## src/hdl/gfc_pkg.sv

```systemverilog
// gfc_pkg: shared types, constants and helpers of the gamepad frame conditioner
package gfc_pkg;

    localparam logic [14:0] FULL_SCALE = 15'h7fff;
    localparam logic [14:0] DZ_RESET   = 15'd7864;
    localparam int          ROOT_STEPS = 16;
    localparam int          QUO_BITS   = 16;
    localparam int          NUM_W      = 46;
    localparam int          DEN_W      = 31;

    typedef struct packed {
        logic               pad_ok;
        logic signed [15:0] left_stick_x;
        logic signed [15:0] left_stick_y;
        logic signed [15:0] right_stick_x;
        logic signed [15:0] right_stick_y;
        logic [7:0]         left_trigger_raw;
        logic [7:0]         right_trigger_raw;
        logic [15:0]        button_word;
    } t_in_req;

    typedef struct packed {
        logic               present;
        logic signed [15:0] left_out_x;
        logic signed [15:0] left_out_y;
        logic signed [15:0] right_out_x;
        logic signed [15:0] right_out_y;
        logic [15:0]        right_x_magnitude;
        logic [14:0]        left_trigger_level;
        logic [14:0]        right_trigger_level;
        logic [15:0]        held_buttons;
        logic [15:0]        pressed_buttons;
    } t_out_req;

    typedef struct packed {
        logic               done;
        logic signed [15:0] x;
        logic signed [15:0] y;
    } t_lane_res;

    // floor(t * 32767 / 255) = 128 t + floor(127 t / 255)
    function automatic logic [14:0] trig_scale(input logic [7:0] t);
        logic [14:0] v;
        logic [15:0] s;
        v = {t, 7'b0} - {7'b0, t};
        s = {1'b0, v} + {9'b0, v[14:8]} + 16'd1;
        return {t, 7'b0} + {7'b0, s[15:8]};
    endfunction

endpackage

```

## src/hdl/gfc_div.sv

```systemverilog
// gfc_div: bit-serial restoring divider giving a signed 16-bit axis value
module gfc_div (
    input  logic                            i_clk,
    input  logic                            i_rst_n,
    input  logic                            i_start,
    input  logic [gfc_pkg::NUM_W-1:0]       i_num,
    input  logic [gfc_pkg::DEN_W-1:0]       i_den,
    input  logic                            i_neg,
    output logic                            o_done,
    output logic signed [15:0]              o_q
);
    logic        r_run, r_done, r_neg;
    logic [3:0]  r_cnt;
    logic [30:0] r_rem;
    logic [15:0] r_lo, r_q;
    logic [31:0] n_trial;
    logic        n_fit;

    assign n_trial = {r_rem, r_lo[15]};
    assign n_fit   = n_trial >= {1'b0, i_den};

    always_ff @(posedge i_clk) begin
        if (!i_rst_n) begin
            r_run  <= 1'b0;
            r_done <= 1'b0;
            r_cnt  <= '0;
        end else if (i_start) begin
            r_run  <= 1'b1;
            r_done <= 1'b0;
            r_cnt  <= '0;
        end else if (r_run) begin
            r_cnt <= r_cnt + 4'd1;
            if (r_cnt == 4'(gfc_pkg::QUO_BITS - 1)) begin
                r_run  <= 1'b0;
                r_done <= 1'b1;
            end
        end
    end

    always_ff @(posedge i_clk) begin
        if (i_start) begin
            r_rem <= {1'b0, i_num[45:16]};
            r_lo  <= i_num[15:0];
            r_q   <= '0;
            r_neg <= i_neg;
        end else if (r_run) begin
            r_rem <= n_fit ? 31'(n_trial - {1'b0, i_den}) : n_trial[30:0];
            r_lo  <= {r_lo[14:0], 1'b0};
            r_q   <= {r_q[14:0], n_fit};
        end
    end

    assign o_done = r_done;
    assign o_q    = r_neg ? -$signed(r_q) : $signed(r_q);
endmodule

```

## src/hdl/gfc_lane.sv

```systemverilog
// gfc_lane: one stick lane, magnitude root and radial deadzone scaling
module gfc_lane (
    input  logic                i_clk,
    input  logic                i_rst_n,
    input  logic                i_start,
    input  logic signed [15:0]  i_x,
    input  logic signed [15:0]  i_y,
    input  logic [14:0]         i_dz,
    output gfc_pkg::t_lane_res  o_res
);
    typedef enum logic [7:0] {
        S_IDLE  = 8'b0000_0001,
        S_SQ    = 8'b0000_0010,
        S_SUM   = 8'b0000_0100,
        S_ROOT  = 8'b0000_1000,
        S_SCALE = 8'b0001_0000,
        S_LOAD  = 8'b0010_0000,
        S_DIV   = 8'b0100_0000,
        S_DONE  = 8'b1000_0000
    } t_state;

    t_state             r_state;
    logic signed [15:0] r_x, r_y;
    logic [31:0]        r_xx, r_yy, r_v, r_res, r_bit;
    logic [3:0]         r_cnt;
    logic [30:0]        r_px, r_py, r_den;
    logic               r_zero;
    logic signed [31:0] n_xx, n_yy;
    logic [31:0]        n_try;
    logic [15:0]        n_m, n_magx, n_magy;
    logic [14:0]        n_mc, n_diff, n_span;
    logic               n_dstart, n_done_x, n_done_y;
    logic signed [15:0] n_qx, n_qy;

    assign n_xx   = r_x * r_x;
    assign n_yy   = r_y * r_y;
    assign n_try  = r_res + r_bit;
    assign n_m    = r_res[15:0];
    assign n_mc   = n_m[15] ? gfc_pkg::FULL_SCALE : n_m[14:0];
    assign n_diff = n_mc - i_dz;
    assign n_span = gfc_pkg::FULL_SCALE - i_dz;
    assign n_magx = r_x[15] ? 16'(-r_x) : 16'(r_x);
    assign n_magy = r_y[15] ? 16'(-r_y) : 16'(r_y);
    assign n_dstart = (r_state == S_LOAD);

    always_ff @(posedge i_clk) begin
        if (!i_rst_n) begin
            r_state <= S_IDLE;
            r_cnt   <= '0;
        end else begin
            case (r_state)
                S_IDLE, S_DONE: if (i_start) r_state <= S_SQ;
                S_SQ:    r_state <= S_SUM;
                S_SUM: begin
                    r_cnt   <= '0;
                    r_state <= S_ROOT;
                end
                S_ROOT: begin
                    r_cnt <= r_cnt + 4'd1;
                    if (r_cnt == 4'(gfc_pkg::ROOT_STEPS - 1)) r_state <= S_SCALE;
                end
                S_SCALE: r_state <= S_LOAD;
                S_LOAD:  r_state <= S_DIV;
                S_DIV:   if (n_done_x && n_done_y) r_state <= S_DONE;
                default: r_state <= S_IDLE;
            endcase
        end
    end

    always_ff @(posedge i_clk) begin
        if (i_start && (r_state == S_IDLE || r_state == S_DONE)) begin
            r_x <= i_x;
            r_y <= i_y;
        end
        if (r_state == S_SQ) begin
            r_xx <= 32'(n_xx);
            r_yy <= 32'(n_yy);
        end
        if (r_state == S_SUM) begin
            r_v   <= r_xx + r_yy;
            r_res <= '0;
            r_bit <= 32'h4000_0000;
        end
        if (r_state == S_ROOT) begin
            if (r_v >= n_try) begin
                r_v   <= r_v - n_try;
                r_res <= (r_res >> 1) + r_bit;
            end else begin
                r_res <= r_res >> 1;
            end
            r_bit <= r_bit >> 2;
        end
        if (r_state == S_SCALE) begin
            r_px   <= {15'b0, n_magx} * {16'b0, n_diff};
            r_py   <= {15'b0, n_magy} * {16'b0, n_diff};
            r_den  <= {16'b0, n_span} * {15'b0, n_m};
            r_zero <= (n_m <= {1'b0, i_dz}) || (i_dz == gfc_pkg::FULL_SCALE);
        end
    end

    gfc_div u_div_x (
        .i_clk   (i_clk),
        .i_rst_n (i_rst_n),
        .i_start (n_dstart),
        .i_num   ({r_px, 15'b0} - {15'b0, r_px}),
        .i_den   (r_den),
        .i_neg   (r_x[15]),
        .o_done  (n_done_x),
        .o_q     (n_qx)
    );

    gfc_div u_div_y (
        .i_clk   (i_clk),
        .i_rst_n (i_rst_n),
        .i_start (n_dstart),
        .i_num   ({r_py, 15'b0} - {15'b0, r_py}),
        .i_den   (r_den),
        .i_neg   (r_y[15]),
        .o_done  (n_done_y),
        .o_q     (n_qy)
    );

    assign o_res.done = (r_state == S_DONE);
    assign o_res.x    = r_zero ? 16'sd0 : n_qx;
    assign o_res.y    = r_zero ? 16'sd0 : n_qy;
endmodule

```

## config.mk

```make
export PLATFORM = sky130hd
export DESIGN_NAME = gfc_lane
export DESIGN_NICKNAME = d
export VERILOG_FILES = /design/src/hdl/gfc_pkg.sv /design/src/hdl/gfc_div.sv /design/src/hdl/gfc_lane.sv
export SDC_FILE = /design/constraint.sdc
export NUM_CORES = 2
export LEC_CHECK = 0
export BUFFER_PORTS_ARGS = -buffer_cell sky130_fd_sc_hd__buf_2
export CAP_MARGIN = 20
export CORE_MARGIN = 2
export CORE_UTILIZATION = 65
export DETAILED_ROUTE_END_ITERATION = 6
export PLACE_DENSITY = 0.86
export SLEW_MARGIN = 20
export SYNTH_ARGS = -nofsm -noshare
export SYNTH_HDL_FRONTEND = slang
export SYNTH_SLANG_ARGS = --single-unit
```

## constraint.sdc

```tcl
create_clock -name i_clk -period 16.9 [get_ports i_clk]
set_clock_uncertainty 0.2 [all_clocks]
set_input_delay 1.69 -clock i_clk [delete_from_list [all_inputs] [get_ports i_clk]]
set_output_delay 1.69 -clock i_clk [all_outputs]
set_load 0.02 [all_outputs]
```

== Yosys cells after proc, flatten, opt, wreduce, memory -nomap -nowiden ==
Cells that the tools add are included.

* Register bits after elaboration: 422
* Word-level logic and storage cells: 120

* Add/sub/neg operators: 17
* $mul: 5
* Order comparisons: 4
* Eq/ne operators: 15
* Mux-type cells: 36
* Bitwise gates (word level): 1
* Reductions and logical operators: 12

{| class="wikitable"
|+ Operators by type and width
! kind !! number
|-
| $mux W32 || 6
|-
| $mux W16 || 10
|-
| $mux W30 || 4
|-
| $sub A46 B31 Y46 || 2
|-
| $ge A32 B31 Y1 || 2
|-
| $mul A16 B16 Y32 || 2
|-
| $neg A16 Y16 || 4
|-
| $mul A16 B15 Y31 || 2
|-
| $mux W31 || 2
|-
| $sub A31 B31 Y31 || 2
|-
| $mux W29 || 2
|-
| $pmux W8 S7 || 1
|-
| $add A31 B31 Y32 || 1
|-
| $add A32 B31 Y32 || 1
|-
| $add A32 B32 Y32 || 1
|-
| $ge A32 B32 Y1 || 1
|-
| $sub A32 B32 Y32 || 1
|-
| $mul A15 B16 Y31 || 1
|-
| $mux W8 || 3
|-
| $le A16 B15 Y1 || 1
|-
| $eq A15 B15 Y1 const B || 1
|-
| $mux W15 || 1
|-
| $sub A15 B15 Y15 || 1
|-
| $sub A15 B15 Y15 const A || 1
|-
| other kinds (20) || 37
|}

== Logic depth before layout (Yosys ltp) ==
* Word-level depth: 4
* Gate-level depth with buffers: 37

== Hierarchy ==
A second synthesis with hierarchy kept.

* Cells, all modules: 7,606
* Area, all modules: 69,796.9 µm²

{| class="wikitable"
|+ By module, submodules not included
! module !! instances !! cells an instance !! area each (µm²) !! seq. area each (µm²)
|-
| gfc_lane || 1 || 6,455 || 59,114.2 || 7,957.6
|-
| gfc_div at u_div_y || 1 || 590 || 5,378.9 || 1,871.8
|-
| gfc_div at u_div_x || 1 || 561 || 5,303.8 || 1,871.8
|}

== Least setup slack after synthesis ==
Ideal clock, no wire load.

* Path type: register to register
* From: register r_state[7]
* To: register r_state[5]
* Library setup time: 0.116 ns
* Arrival: 11.382 ns
* Slack: 5.201 ns
* Stages on the path, launching flop included: 5
* Period minus slack after synthesis: 11.699 ns
* Cell sequence: dfxtp_1 > nor3_1 > nand2_1 > nor4b_1 > and3_1

* Cells in the longest elaborated chain, start to end: 4
* Elaborated cells between the ends (all ways): 14
* Those cells by class: eq/ne: 11; mux: 1; reduce/logical: 2

{| class="wikitable"
|+ RTL lines
! element !! line !! source
|-
| from (decl) || gfc_lane.sv:22 || <nowiki>t_state r_state;</nowiki>
|-
| from (signal assigned) || gfc_lane.sv:48 || <nowiki>r_state <= S_IDLE;</nowiki>
|-
| from (signal assigned) || gfc_lane.sv:52 || <nowiki>S_IDLE, S_DONE: if (i_start) r_state <= S_SQ;</nowiki>
|-
| from (signal assigned) || gfc_lane.sv:53 || <nowiki>S_SQ: r_state <= S_SUM;</nowiki>
|-
| $eq A8 B8 Y1 or $eq A8 B1 Y1 (tied branches) || gfc_lane.sv:51 || <nowiki>case (r_state)</nowiki>
|-
| $reduce_or A2 Y1 || gfc_lane.sv:51 ||
|-
| $ne A2 B2 Y1 (no line) || - ||
|-
| $reduce_and A3 Y1 (no line) || - ||
|}

Parallel ways exist; a longest one is shown, timed or not.
A chain may end at the register's enable or synchronous reset.

== Final worst setup path ==
* From: input i_dz[1]
* To: register r_px[30], data pin

* Cells in the longest elaborated chain, start to end: 2

{| class="wikitable"
|+ RTL lines
! element !! line !! source
|-
| from (decl) || gfc_lane.sv:8 || <nowiki>input logic [14:0] i_dz,</nowiki>
|-
| $sub A15 B15 Y15 || gfc_lane.sv:40 || <nowiki>assign n_diff = n_mc - i_dz;</nowiki>
|-
| $mul A16 B15 Y31 || gfc_lane.sv:94 || <nowiki>r_px <= {15'b0, n_magx} * {16'b0, n_diff};</nowiki>
|-
| to (signal assigned) || gfc_lane.sv:94 ||
|-
| to (decl) || gfc_lane.sv:26 || <nowiki>logic [30:0] r_px, r_py, r_den;</nowiki>
|}

Every way passes these cells.

==> run_results.csv <==
group,metric,value,unit
setup_path,endpoint_kind,"flop",
sta,setup_viol,0,
run_status,status,"finished clean",
clock_network,cts-hold-fix-buffers,0,
setup_path,max_stage_delay,0.84,ns
clock_network,cts_made_buffers,50,
route,dr.pass1.iters,6,
final_layout,drive_above_1_share,4.75,%
clock_network,post_cts_buffers,0,
sta,relSlewSlack,21.7,%
clock_network,clkTransAtPathRegs,0.06,ns
placement,io_buffers,82,
route,via_count,53600,
setup_path,crit_path_top_delay_cell,"o31ai_1",
floorplan,floorplan.initialDensity,65.4,%
min_path,hold_path_class,"reg2reg",
setup_path,setup.worst_path.start_class,"primary input",
setup_path,r2r_start,"r_res[2]",
setup_path,cp.arrival,10.44,ns
route,wl,179,mm
floorplan,num_rows,119,
floorplan,core_area,105000,sq um
route,vias_per_cell,5.98,
sta,finalHoldViolCount,0,
setup_path,worst-path-max-fanout,20,
yosys,synth.area.top_cells,"fa_1 (30%), edfxtp_1 (14%), ha_1 (12%), inv_1 (7.4%), nand2_1 (4.2%)",
setup_path,regToRegEndpoint,"r_px[30]",
final_layout,area_growth,5.43,%
grt,grt_pass1_vias,56000,
yosys,yosysTopAreaCell,"fa_1",
floorplan,ios,83,
yosys,syn_area,68600,sq um
floorplan,die_x,329,microns
clock_network,clk_latency,0.68,ns
yosys,synth_cell_type_count,95,
setup_path,crit_path_end,"r_px[30]",
placement,gp_congestion,0.988,
sta,drv_slew,0,
grt,grt_start_max_net_pins,84,
yosys,ys_ff_latch,420,
clock_network,clk_path_buf_depth,3,
yosys,async_flop_share,0,%
setup_path,critical_path.most_common_cell,"fa_1",
setup_path,crit_family,"adder cells",
route,wl_per_cell,20.0,microns
setup_path,r2r_cells,31,
yosys,synth_cells,7538,
final_layout,final_nets,9280,
yosys,seq_area_frac_synth,17.0,%
grt,grt_pass1_wl,289,mm
yosys,ys.flop_type,"edfxtp_1",
floorplan,die_h,329,microns
grt,antenna_found_initial,4,
sta,tns,0,ns
min_path,holdPathStages,1,
setup_path,reg2reg_slack,7.00,ns
floorplan,die-area,108000,sq um
clock_network,clock_sinks,420,
yosys,synth_fp_nets,9295,
setup_path,crit_type,"in2reg",
setup_path,crit_buf_inv,5,
setup_path,crit_cells,33,
route,drcViolationCount,0,
sta,post-route-period-util,60.5,%
yosys,yosysMostFrequentCell,"inv_1",
setup_path,worstPathRequired,17.12,ns
yosys,synth-edff-count,329,
yosys,ys_top_cells_by_count,"inv_1 (1359), fa_1 (1023), nand2_1 (773), ha_1 (684), nor2_1 (680)",
sta,worst_slack,6.68,ns
job,cap_viol_max_count,0,
placement,hpwl,141,mm
grt,grt_usage,33.7,%
yosys,yosys_warnings,0,
sta,tightest_slew,1.17,ns
route,drtIter0Drc,4467,
sta,max_freq,97.9,MHz
clock_network,cts_max_level,2,
clock_network,cts_tree,"built",
grt,grt-ovfl-total,0,
yosys,avgSynthCellArea,9.11,sq um
sta,period_needed,10.22,ns
clock_network,cts_root_buf,"clkbuf_16",
clock_network,cts_resized,0,
placement,post-place-ws,6.08,ns
sta,rsz0062_at_grt,"no",
setup_path,crit_start,"i_dz[1]",
yosys,synth.top_cell.area_share,29.8,%
final_layout,nFillCells,7736,
route,ant_nets,0,
-- registers in the layout, indices dropped and copies added, names as in the netlist, 4 cells and up --
name           cells
r_bit             16
r_cnt              4
r_den             31
r_px              31
r_py              31
r_res             32
r_state            8
r_v               32
r_x               16
r_xx              31
r_y               16
r_yy              31
u_div_x.r_cnt      4
u_div_x.r_lo      16
u_div_x.r_q       16
u_div_x.r_rem     31
u_div_y.r_cnt      4
u_div_y.r_lo      16
u_div_y.r_q       16
u_div_y.r_rem     31
-- cell families after synthesis --
logic type	after synthesis	share of synthesized area, %
AND/OR/NAND/NOR	2153	14.1
adder cells (fa/ha/maj)	1707	42.3
buffers and inverters	1615	8.90
AO/OA/AOI/OAI	1103	10.6
XOR/XNOR	491	6.27
flip-flops	420	17.0
multiplexers	49	0.724
-- cells in the final DEF, fill, tap and decap left out, types with 44 or more instances in the layout --
cell	n
a211oi_1	79
a21o_1	121
a21oi_1	293
a31oi_1	60
and2_1	127
buf_2	82
buf_4	91
clkbuf_16	53
dfxtp_1	91
edfxtp_1	329
fa_1	1023
ha_1	684
inv_1	1358
mux2i_1	44
nand2_1	773
nand2b_1	63
nand3_1	101
nor2_1	679
nor2b_1	132
nor3_1	76
o21ai_0	171
o21bai_1	57
xnor2_1	300
xor2_1	174
-- final cells by class --
| cell class | count | area, sq um | area share (%) |
|---|---|---|---|
| multi-input combinational | 5503 | 51000 | 70.5 |
| tap | 1391 | 1740 | 2.41 |
| antenna | 1 | 2.50 | 0.00346 |
| clock inverter | 27 | 220 | 0.304 |
| inverter | 1375 | 5160 | 7.14 |
| clock buffer | 63 | 1410 | 1.95 |
| timing repair buffer | 173 | 1090 | 1.51 |
| sequential | 420 | 11700 | 16.2 |
-- layer usage --
| metal | track usage [%] | part of all wire (%) | up-vias |
|---|---|---|---|
| li1 | - | - | 24200 |
| met1 | 41.8 | 38 | 26300 |
| met2 | 56.1 | 48 | 2405 |
| met3 | 6.29 | 8.3 | 589 |
| met4 | 17.9 | 6.0 | 2 |
| met5 | 0 | 0.0078 | - |
-- worst min-delay path by stage --
stage / from / to / slack [ns]
after floorplan: r_cnt[3] / r_cnt[3] / 0.21
after global placement: r_cnt[3] / r_cnt[3] / 0.23
after CTS: r_cnt[3] / r_cnt[3] / 0.28
after detailed placement: r_cnt[3] / r_cnt[3] / 0.28
final: r_cnt[3] / r_cnt[3] / 0.29
after global routing: r_cnt[3] / r_cnt[3] / 0.30
-- metrics by stage --
stage	cells	hold WS [ns]	util, %	instance area (sq um)
CTS	8952	0.283	68.9	72300
floorplan	7538	0.214	-	68600
detailed placement	8862	0.276	67.3	70700
global route	8952	0.297	68.9	72400
global placement	8862	0.234	67.3	70700
finish	8953	0.287	68.9	72400
Power is not shown: default switching activity piles up to over one toggle a cycle in this logic, so the estimate is an artifact.
